File: config.mk
export PLATFORM = sky130hd
export DESIGN_NAME = websocket_frame_receiver
export DESIGN_NICKNAME = d
export VERILOG_FILES = /design/src/sv/wsfr_pkg.sv /design/src/sv/wsfr_parser.sv /design/src/sv/websocket_frame_receiver.sv
export SDC_FILE = /design/constraint.sdc
export NUM_CORES = 1
export LEC_CHECK = 0
export BUFFER_PORTS_ARGS = -buffer_cell sky130_fd_sc_hd__buf_2
export CAP_MARGIN = 5
export CORE_ASPECT_RATIO = 1.25
export CORE_MARGIN = 1.5
export CORE_UTILIZATION = 35
export DETAILED_ROUTE_END_ITERATION = 10
export GPL_TIMING_DRIVEN = 0
export PLACE_DENSITY = 0.56
export SYNTH_ARGS = -nofsm -noshare
export SYNTH_HDL_FRONTEND = slang
export SYNTH_SLANG_ARGS = --single-unit
File: constraint.sdc
create_clock -name clk_i -period 21.1 [get_ports clk_i]
set_input_delay 2.11 -clock clk_i [delete_from_list [all_inputs] [get_ports clk_i]]
set_output_delay 2.11 -clock clk_i [all_outputs]
set_load 0.05 [all_outputs]
File: src/sv/wsfr_pkg.sv
`timescale 1ns / 1ps
`default_nettype none
// ----------------------------------------------------------------------------
// WebSocket frame receiver package
// Shared item types, parser phase codes and constants.
// ----------------------------------------------------------------------------
package wsfr_pkg;

  // Width of the message length limit register.
  localparam int unsigned MaxLenW = 24;

  // Seven-bit length codes of the second header byte.
  localparam logic [6:0] SHORT_LEN_MAX = 7'd125;
  localparam logic [6:0] EXT16_CODE    = 7'd126;

  // Extension and key byte counts, minus one.
  localparam logic [2:0] EXT16_CNT = 3'd1;
  localparam logic [2:0] EXT64_CNT = 3'd7;
  localparam logic [2:0] KEY_CNT   = 3'd3;

  // Register reset values.
  localparam logic [MaxLenW-1:0] MAX_LEN_RESET = MaxLenW'(8 * 1024 * 1024);
  localparam logic               REQ_MASK_RESET = 1'b1;

  // Configuration register indexes.
  localparam logic CFG_MAX_LEN  = 1'b0;
  localparam logic CFG_REQ_MASK = 1'b1;

  // Error codes reported with a result.
  localparam logic [1:0] ERR_NONE     = 2'd0;
  localparam logic [1:0] ERR_UNMASKED = 2'd1;
  localparam logic [1:0] ERR_TOO_LONG = 2'd2;

  // Parser phases, one-hot.
  typedef enum logic [4:0] {
    PH_HDR1    = 5'b00001,
    PH_HDR2    = 5'b00010,
    PH_EXTLEN  = 5'b00100,
    PH_MASK    = 5'b01000,
    PH_PAYLOAD = 5'b10000
  } wsfr_phase_e;

  // One received byte.
  typedef struct packed {
    logic [7:0] in_byte;
    logic       new_connection;
  } wsfr_in_t;

  // One result item.
  typedef struct packed {
    logic [7:0] payload_byte;
    logic       data_valid;
    logic [3:0] msg_opcode;
    logic       fin_flag;
    logic       frame_end;
    logic [1:0] error_code;
  } wsfr_out_t;

  // Result of one parser step.
  typedef struct packed {
    logic      valid;
    wsfr_out_t item;
  } wsfr_res_t;

endpackage
`default_nettype wire

File: src/sv/wsfr_parser.sv
`timescale 1ns / 1ps
`default_nettype none
// ----------------------------------------------------------------------------
// WebSocket frame parser
// Holds the header, length, key and message state and turns one accepted
// byte into zero or one result in the same cycle.
// ----------------------------------------------------------------------------
module wsfr_parser import wsfr_pkg::*; #(
  parameter int unsigned LEN_BITS = 24
) (
  input  wire logic               clk_i,
  input  wire logic               rst_ni,
  input  wire logic               cfg_we_i,
  input  wire logic               cfg_idx_i,
  input  wire logic [MaxLenW-1:0] cfg_data_i,
  input  wire logic               accept_i,
  input  wire wsfr_in_t           item_i,
  output wsfr_res_t               res_o
);

  localparam int unsigned SumW = ((LEN_BITS > MaxLenW) ? LEN_BITS : MaxLenW) + 1;

  // Configuration registers.
  logic [MaxLenW-1:0] max_len_q;
  logic               req_mask_q;

  // Parser state.
  wsfr_phase_e         phase_q, phase_d;
  logic [2:0]          hcnt_q, hcnt_d;
  logic                fin_q, fin_d;
  logic [3:0]          opc_q, opc_d;
  logic                masked_q, masked_d;
  logic [MaxLenW-1:0]  rlen_q, rlen_d;
  logic                rovf_q, rovf_d;
  logic [31:0]         key_q, key_d;
  logic [1:0]          midx_q, midx_d;
  logic [3:0]          mtype_q, mtype_d;
  logic [LEN_BITS-1:0] mlen_q, mlen_d;
  logic                closed_q, closed_d;

  // Configuration writes.
  always_ff @(posedge clk_i or negedge rst_ni) begin
    if (!rst_ni) begin
      max_len_q  <= MAX_LEN_RESET;
      req_mask_q <= REQ_MASK_RESET;
    end else if (cfg_we_i) begin
      case (cfg_idx_i)
        CFG_MAX_LEN:  max_len_q  <= cfg_data_i;
        CFG_REQ_MASK: req_mask_q <= cfg_data_i[0];
        default:      max_len_q  <= max_len_q;
      endcase
    end
  end

  // One parser step for the accepted byte.
  always_comb begin
    logic [7:0]     b;
    logic           len_known;
    logic           start_pay;
    logic           too_long;
    logic [SumW-1:0] msg_sum;
    logic [7:0]     kbyte;

    b         = item_i.in_byte;
    len_known = 1'b0;
    start_pay = 1'b0;
    too_long  = 1'b0;
    msg_sum   = '0;
    kbyte     = 8'd0;

    res_o.valid             = 1'b0;
    res_o.item.payload_byte = 8'd0;
    res_o.item.data_valid   = 1'b0;
    res_o.item.msg_opcode   = 4'd0;
    res_o.item.fin_flag     = 1'b0;
    res_o.item.frame_end    = 1'b0;
    res_o.item.error_code   = ERR_NONE;

    // A new connection clears the state before the byte is parsed.
    if (item_i.new_connection) begin
      phase_d  = PH_HDR1;
      hcnt_d   = 3'd0;
      fin_d    = 1'b0;
      opc_d    = 4'd0;
      masked_d = 1'b0;
      rlen_d   = '0;
      rovf_d   = 1'b0;
      key_d    = 32'd0;
      midx_d   = 2'd0;
      mtype_d  = 4'd0;
      mlen_d   = '0;
      closed_d = 1'b0;
    end else begin
      phase_d  = phase_q;
      hcnt_d   = hcnt_q;
      fin_d    = fin_q;
      opc_d    = opc_q;
      masked_d = masked_q;
      rlen_d   = rlen_q;
      rovf_d   = rovf_q;
      key_d    = key_q;
      midx_d   = midx_q;
      mtype_d  = mtype_q;
      mlen_d   = mlen_q;
      closed_d = closed_q;
    end

    if (!closed_d) begin
      case (phase_d)
        PH_HDR2: begin
          masked_d = b[7];
          if (!b[7] && req_mask_q) begin
            closed_d              = 1'b1;
            phase_d               = PH_HDR1;
            res_o.valid           = 1'b1;
            res_o.item.frame_end  = 1'b1;
            res_o.item.error_code = ERR_UNMASKED;
          end else begin
            rlen_d = '0;
            rovf_d = 1'b0;
            key_d  = 32'd0;
            if (b[6:0] <= SHORT_LEN_MAX) begin
              rlen_d    = MaxLenW'(b[6:0]);
              len_known = 1'b1;
            end else begin
              phase_d = PH_EXTLEN;
              hcnt_d  = (b[6:0] == EXT16_CODE) ? EXT16_CNT : EXT64_CNT;
            end
          end
        end
        PH_EXTLEN: begin
          // Bits shifted out above the limit width only matter as a flag.
          rovf_d = rovf_d | (rlen_d[MaxLenW-1 -: 8] != 8'd0);
          rlen_d = {rlen_d[MaxLenW-9:0], b};
          if (hcnt_d == 3'd0) begin
            len_known = 1'b1;
          end else begin
            hcnt_d = hcnt_d - 3'd1;
          end
        end
        PH_MASK: begin
          key_d = {key_d[23:0], b};
          if (hcnt_d == 3'd0) begin
            start_pay = 1'b1;
          end else begin
            hcnt_d = hcnt_d - 3'd1;
          end
        end
        PH_PAYLOAD: begin
          if (masked_d) begin
            case (midx_d)
              2'd0:    kbyte = key_d[31:24];
              2'd1:    kbyte = key_d[23:16];
              2'd2:    kbyte = key_d[15:8];
              default: kbyte = key_d[7:0];
            endcase
          end
          midx_d = midx_d + 2'd1;
          rlen_d = rlen_d - MaxLenW'(1);
          if (rlen_d == '0) begin
            phase_d = PH_HDR1;
          end
          res_o.valid             = 1'b1;
          res_o.item.payload_byte = b ^ kbyte;
          res_o.item.data_valid   = 1'b1;
          res_o.item.frame_end    = (rlen_d == '0);
        end
        default: begin
          fin_d = b[7];
          opc_d = b[3:0];
          if (b[3:0] == 4'd0 && b[7]) begin
            opc_d = mtype_d;
          end else if (b[3:0] != 4'd0 && !b[3] && !b[7]) begin
            mtype_d = b[3:0];
          end
          phase_d = PH_HDR2;
        end
      endcase

      // Frame length known: check the limit and book the message length.
      if (len_known) begin
        msg_sum  = SumW'(mlen_d) + SumW'(rlen_d);
        too_long = rovf_d || (rlen_d > max_len_q);
        if (!opc_d[3]) begin
          too_long = too_long || (msg_sum > SumW'(max_len_q));
        end
        if (too_long) begin
          closed_d              = 1'b1;
          phase_d               = PH_HDR1;
          res_o.valid           = 1'b1;
          res_o.item.frame_end  = 1'b1;
          res_o.item.error_code = ERR_TOO_LONG;
        end else begin
          if (!opc_d[3]) begin
            if (fin_d) begin
              mlen_d  = '0;
              mtype_d = 4'd0;
            end else begin
              mlen_d = msg_sum[LEN_BITS-1:0];
            end
          end
          if (masked_d) begin
            phase_d = PH_MASK;
            hcnt_d  = KEY_CNT;
          end else begin
            start_pay = 1'b1;
          end
        end
      end

      // Header done: an empty frame ends at once with a marker.
      if (start_pay) begin
        midx_d = 2'd0;
        if (rlen_d == '0) begin
          phase_d              = PH_HDR1;
          res_o.valid          = 1'b1;
          res_o.item.frame_end = 1'b1;
        end else begin
          phase_d = PH_PAYLOAD;
        end
      end
    end

    res_o.item.msg_opcode = opc_d;
    res_o.item.fin_flag   = fin_d;
    if (!accept_i) begin
      res_o.valid = 1'b0;
    end
  end

  // State update on each accepted byte.
  always_ff @(posedge clk_i or negedge rst_ni) begin
    if (!rst_ni) begin
      phase_q  <= PH_HDR1;
      hcnt_q   <= 3'd0;
      fin_q    <= 1'b0;
      opc_q    <= 4'd0;
      masked_q <= 1'b0;
      rlen_q   <= '0;
      rovf_q   <= 1'b0;
      key_q    <= 32'd0;
      midx_q   <= 2'd0;
      mtype_q  <= 4'd0;
      mlen_q   <= '0;
      closed_q <= 1'b0;
    end else if (accept_i) begin
      phase_q  <= phase_d;
      hcnt_q   <= hcnt_d;
      fin_q    <= fin_d;
      opc_q    <= opc_d;
      masked_q <= masked_d;
      rlen_q   <= rlen_d;
      rovf_q   <= rovf_d;
      key_q    <= key_d;
      midx_q   <= midx_d;
      mtype_q  <= mtype_d;
      mlen_q   <= mlen_d;
      closed_q <= closed_d;
    end
  end

  // A dead connection produces nothing until a new one starts.
  a_closed_silent: assert property (@(posedge clk_i) disable iff (!rst_ni)
    (accept_i && closed_q && !item_i.new_connection) |-> !res_o.valid)
    else $error("result produced on a closed connection");

  // Every error closes the connection.
  a_error_closes: assert property (@(posedge clk_i) disable iff (!rst_ni)
    (res_o.valid && res_o.item.error_code != ERR_NONE) |=> closed_q)
    else $error("error did not close the connection");

  // Payload bytes are only produced in the payload phase.
  a_data_in_payload: assert property (@(posedge clk_i) disable iff (!rst_ni)
    (res_o.valid && res_o.item.data_valid) |-> (phase_q == PH_PAYLOAD && !closed_q))
    else $error("payload byte outside the payload phase");

endmodule
`default_nettype wire

File: src/sv/websocket_frame_receiver.sv
`timescale 1ns / 1ps
`default_nettype none
// ----------------------------------------------------------------------------
// WebSocket frame receiver
// Deframes a client-to-server byte stream and unmasks its payload.
// ----------------------------------------------------------------------------
// The block takes one stream byte per clock cycle while in_stall_o is low and
// registers each result that it gives. Every byte is parsed in the cycle it is
// accepted, against the header, length and key state held in the parser;
// the result goes into an output register backed by a one-entry skid
// register, so input bytes keep flowing while a result waits to be taken.
// in_stall_o rises only when both output registers are full. Configuration
// writes are applied at once and must be made while the block is idle.
// ----------------------------------------------------------------------------
module websocket_frame_receiver import wsfr_pkg::*; #(
  parameter int unsigned LEN_BITS = 24
) (
  input  wire logic               clk_i,
  input  wire logic               rst_ni,
  input  wire logic               cfg_we_i,
  input  wire logic               cfg_idx_i,
  input  wire logic [MaxLenW-1:0] cfg_data_i,
  input  wire logic               in_valid_i,
  output logic                    in_stall_o,
  input  wire wsfr_in_t           in_item_i,
  output logic                    out_valid_o,
  input  wire logic               out_stall_i,
  output wsfr_out_t               out_item_o
);

  logic      in_accept;
  logic      out_take;
  wsfr_res_t res;

  logic      out_valid_q;
  wsfr_out_t out_item_q;
  logic      skid_valid_q;
  wsfr_out_t skid_item_q;

  // Input transfer when the skid register has room.
  assign in_stall_o = skid_valid_q;
  assign in_accept  = in_valid_i && !skid_valid_q;
  assign out_take   = out_valid_q && !out_stall_i;

  wsfr_parser #(
    .LEN_BITS (LEN_BITS)
  ) u_parser (
    .clk_i      (clk_i),
    .rst_ni     (rst_ni),
    .cfg_we_i   (cfg_we_i),
    .cfg_idx_i  (cfg_idx_i),
    .cfg_data_i (cfg_data_i),
    .accept_i   (in_accept),
    .item_i     (in_item_i),
    .res_o      (res)
  );

  // Output register and skid register, in order of arrival.
  always_ff @(posedge clk_i or negedge rst_ni) begin
    if (!rst_ni) begin
      out_valid_q  <= 1'b0;
      skid_valid_q <= 1'b0;
    end else if (skid_valid_q) begin
      if (out_take) begin
        skid_valid_q <= 1'b0;
      end
    end else if (!out_valid_q || out_take) begin
      out_valid_q <= res.valid;
    end else if (res.valid) begin
      skid_valid_q <= 1'b1;
    end
  end

  // Result payload, no reset needed.
  always_ff @(posedge clk_i) begin
    if (skid_valid_q) begin
      if (out_take) begin
        out_item_q <= skid_item_q;
      end
    end else if (!out_valid_q || out_take) begin
      if (res.valid) begin
        out_item_q <= res.item;
      end
    end else if (res.valid) begin
      skid_item_q <= res.item;
    end
  end

  assign out_valid_o = out_valid_q;
  assign out_item_o  = out_item_q;

  // The skid register only fills behind a full output register.
  a_skid_behind_out: assert property (@(posedge clk_i) disable iff (!rst_ni)
    skid_valid_q |-> out_valid_q)
    else $error("skid register holds a result ahead of the output register");

  // A result arriving at a stalled full output goes to the skid register.
  a_skid_catch: assert property (@(posedge clk_i) disable iff (!rst_ni)
    (out_valid_q && out_stall_i && !skid_valid_q && res.valid) |=> skid_valid_q)
    else $error("result lost at a stalled output");

  // No byte is parsed while the skid register is full.
  a_no_parse_full: assert property (@(posedge clk_i) disable iff (!rst_ni)
    skid_valid_q |-> !res.valid)
    else $error("result produced while both output registers are full");

endmodule
`default_nettype wire
==> summary.txt <==
Synthesis
  – Mapped Area: between 10,000 and 15,000 µm²
  – Yosys warning total: 0
  – Yosys top cell area share: 0.2746
  – Async S/R FF share, synth: 0.7914
  – Syn nets: roughly 1,400
  – Yosys top cell by area: dfrtp_1
  – Number of flops mapped to enable cells by yosys: 34
  – Seq/Total Area, Yosys: 0.3704
  – Mapped Cells: 1,286
  – Top post-synthesis cells by area: dfrtp_1 27%, edfxtp_1 8.9%, ha_1 8.7%
  – Ys flop type: dfrtp_1
  – Synthesis-stage register bit count: between 150 and 200
  – Syn Area/Cell: ~8.9 µm²
  – Yosys cell types: 94

Timing
  – Fmax: 82.55 MHz
  – Crit path time final: between 10,000 and 15,000 ps
  – Final Hold Viols: 0
  – RSZ-0062 raised after global routing: false
  – Max-slew violation count: 0
  – Final clock skew: approximately 20 ps
  – Tightest Pin Transition: 1132 ps
  – Fin Setup TNS: 0 ps
  – Setup violators final: 0
  – Final period utilization: 0.5741
  – Slew margin rel.: 0.2402

Final layout
  – Most common cell after layout, fill and taps aside: nand2_1
  – Layout Utilization: 0.3978
  – Share of post-route cells with drive strength above 1: 0.1092
  – Final nets: 1,480
  – Synth-to-Final Area Change: 12.59%
  – Most frequent cells in the layout: 174 x nand2_1, 126 x dfrtp_1, 89 x o21ai_0

Pwr
  – Max VDD drop: around 0.048 mV
  – Power Dens Cells: 94.15 nW/µm²
  – Design internal power: slightly below 0.0007 W
  – Sw Ratio: 0.4296
  – Comb pwr share: 0.425
  – Clk pwr share: 0.266
  – Reg power frac: 0.309
  – Power consumption: 0.001217 W
  – Net switching power: 0.0005229 W
  – Leak: approximately 6 nW

GRT
  – Antenna violations before repair: 0
  – Met1 Use GR: 0.2772
  – GRT Total Usage: 0.2321
  – Pin count of the biggest net entering global routing: 92
  – Met3 global-route usage: 0.03225
  – Grt total ovfl: 0
  – First-pass GRT wire length: about 60,000 µm
  – Met2 global-route usage: 0.4108
  – GRT Max-Usage Layer: met2
  – Vias in the first global route: 10,320

Min path
  – Hold/Removal Path Class: reg2reg
  – Min-delay src: u_parser.opc_q[0]$_DFFE_PN0P_

Worst setup path
  – Crit path from: in_item_i[0]
  – Critical path's largest stage delay: 770 ps
  – WS Path Type: in2reg
  – Critical path required time: between 20,000 and 25,000 ps
  – Worst setup SP type: primary input
  – Top cell by count, worst path: ha_1
  – Worst-path cell with the longest stage delay: a211oi_4
  – Crit Path Max Fanout: 17
  – Worst Path Arrival: 12,190 ps
  – Critical Path End Type: flip-flop
  – FF-to-FF Start: u_parser.req_mask_q$_DFFE_PN1P_

Placed design
  – Hpwl dp: 28,580 µm
  – Placer's final routability congestion estimate: 0.9918
  – # port buffers: 54

Clocking
  – CTS H-Tree Depth: 4
  – Hold buffers post-CTS: 0
  – Clk buf depth: 2
  – Worst-path clk slew: 80 ps
  – Postcts setup bufs: 0
  – CTS root buffer: clkbuf_16
  – Skew-Pair Late Insertion Delay: 460 ps
  – CTS tree: yes
  – CTS Sinks: around 160
  – Total CTS buffers: 17
  – Cts repair resizes: 0

Route
  – Via count: 10,350
  – Antenna Violating Nets Remaining: 0
  – Drt drc: 0
  – Pre-antenna DRT Iters: 5
  – Detailed Route Iter0 Violations: 751
  – Avg WL per Cell: 21.07 µm
  – Routed WL: 37,760 µm
  – Via density: approximately 5.8

Floorplan
  – Row count: 74
  – Die Y: 205.5 µm
  – Core footprint: about 32,000 µm²
  – I/O pin count: 58
  – Starting density of the core: 0.3533
  – DIE AREA: 33,910 µm²
  – Die X: 165.0 µm

Job
  – Max cap viols: 0

Outcome
  – Status: finished clean
## path summary, 6_finish.rpt
check	to	slack (ps)	cells after the start
max in group asynchronous	u_parser.key_q[13]$_DFFE_PN0P_	18730	2
hold / removal	u_parser.opc_q[0]$_DFFE_PN0P_	490	2
setup reg to reg	skid_item_q[12]$_DFFE_PP_	11110	25
hold reg to reg	u_parser.opc_q[0]$_DFFE_PN0P_	490	2
setup / recovery	skid_item_q[12]$_DFFE_PP_	8990	31
min in group asynchronous	u_parser.max_len_q[19]$_DFFE_PN0P_	1560	1
## sequential cells by signal, indices dropped and copies added (netlist names), 2 cells and up
register,count
u_parser.mtype_q,4
out_item_o,17
u_parser.opc_q,4
u_parser.midx_q,2
u_parser.rlen_q,24
u_parser.mlen_q,24
skid_item_q,17
u_parser.hcnt_q,3
u_parser.max_len_q,24
u_parser.key_q,32
u_parser.phase_q,5
## critical path, delay by kind of cell
family          cells  cell delay (ps)
compound gates     12             4440
xor+xnor            1              310
fa+ha+maj           3              910
buf+inv             6             1960
simple gates        9             2420
## power groups by stage
stage | Clock [W] | Sequential, W | Combinational [W]
CTS | 0.000330 | 0.000376 | 0.000510
global route | 0.000342 | 0.000380 | 0.000563
floorplan | 0 | 0.000389 | 0.000342
global placement | 0 | 0.000381 | 0.000502
finish | 0.000324 | 0.000376 | 0.000517
detailed placement | 0 | 0.000382 | 0.000508
## cell usage after synthesis, drive strengths merged (11+ instances only)
master / n
nor2: 68
o21ai: 94
and2: 12
clkbuf: 56
a31oi: 16
a211oi: 16
xnor2: 13
nand2b: 11
buf: 21
nand3: 21
edfxtp: 34
and3: 15
mux2: 12
nor4: 18
nand4: 19
nor2b: 43
dfrtp: 126
nand2: 174
o31ai: 15
nor3: 23
a21oi: 74
xor2: 18
inv: 63
ha: 80
a21o: 19
a22o: 66
## final cells by class
class | count | area [µm²]
Timing Repair Buffer | 55 | 304.0
Antenna cell | 1 | 2.502
Clock inverter | 14 | 175.2
Tap cell | 418 | 523.0
Sequential cell | 163 | 4253
Fill cell | 3293 | 19570
Multi-Input combinational cell | 982 | 6685
Buffer | 77 | 315.3
Inverter | 64 | 240.2
Clock buffer | 18 | 429.2
## cell families (layout without fill, tap and decap cells)
| group | count (synthesis) | in the layout | share of synthesized area |
|---|---|---|---|
| DFF | 163 | 163 | 0.3704 |
| and+or+nand+nor | 452 | 452 | 0.2014 |
| other | 0 | 1 | 0 |
| adders and majority gates | 82 | 82 | 0.08979 |
| xor gates and xnor gates | 31 | 31 | 0.02430 |
| buffers and inverters | 141 | 228 | 0.04838 |
| AOI/OAI and AO/OA | 399 | 399 | 0.2488 |
| muxes | 18 | 18 | 0.01700 |
## through the flow
stage | hold slack [ps] | setup slack (ps) | instances | area (µm²)
global route | 510.7 | 8500 | 1791 | 12920
global placement | 459.7 | 8328 | 1758 | 12280
detailed placement | 468.8 | 8386 | 1759 | 12310
finish | 489.0 | 8986 | 1792 | 12930
floorplan | 446.7 | 11490 | 1286 | 11480
CTS | 491.8 | 8817 | 1791 | 12920
## metal layers
| layer | wire [µm] | vias to the layer above |
|---|---|---|
| met5 | 0 | - |
| met4 | 1305 | 0 |
| met3 | 1704 | 84 |
| met2 | 18970 | 323 |
| met1 | 15780 | 5005 |
| li1 | - | 4941 |
No activity file was read; power rests on OpenSTA's default activity.
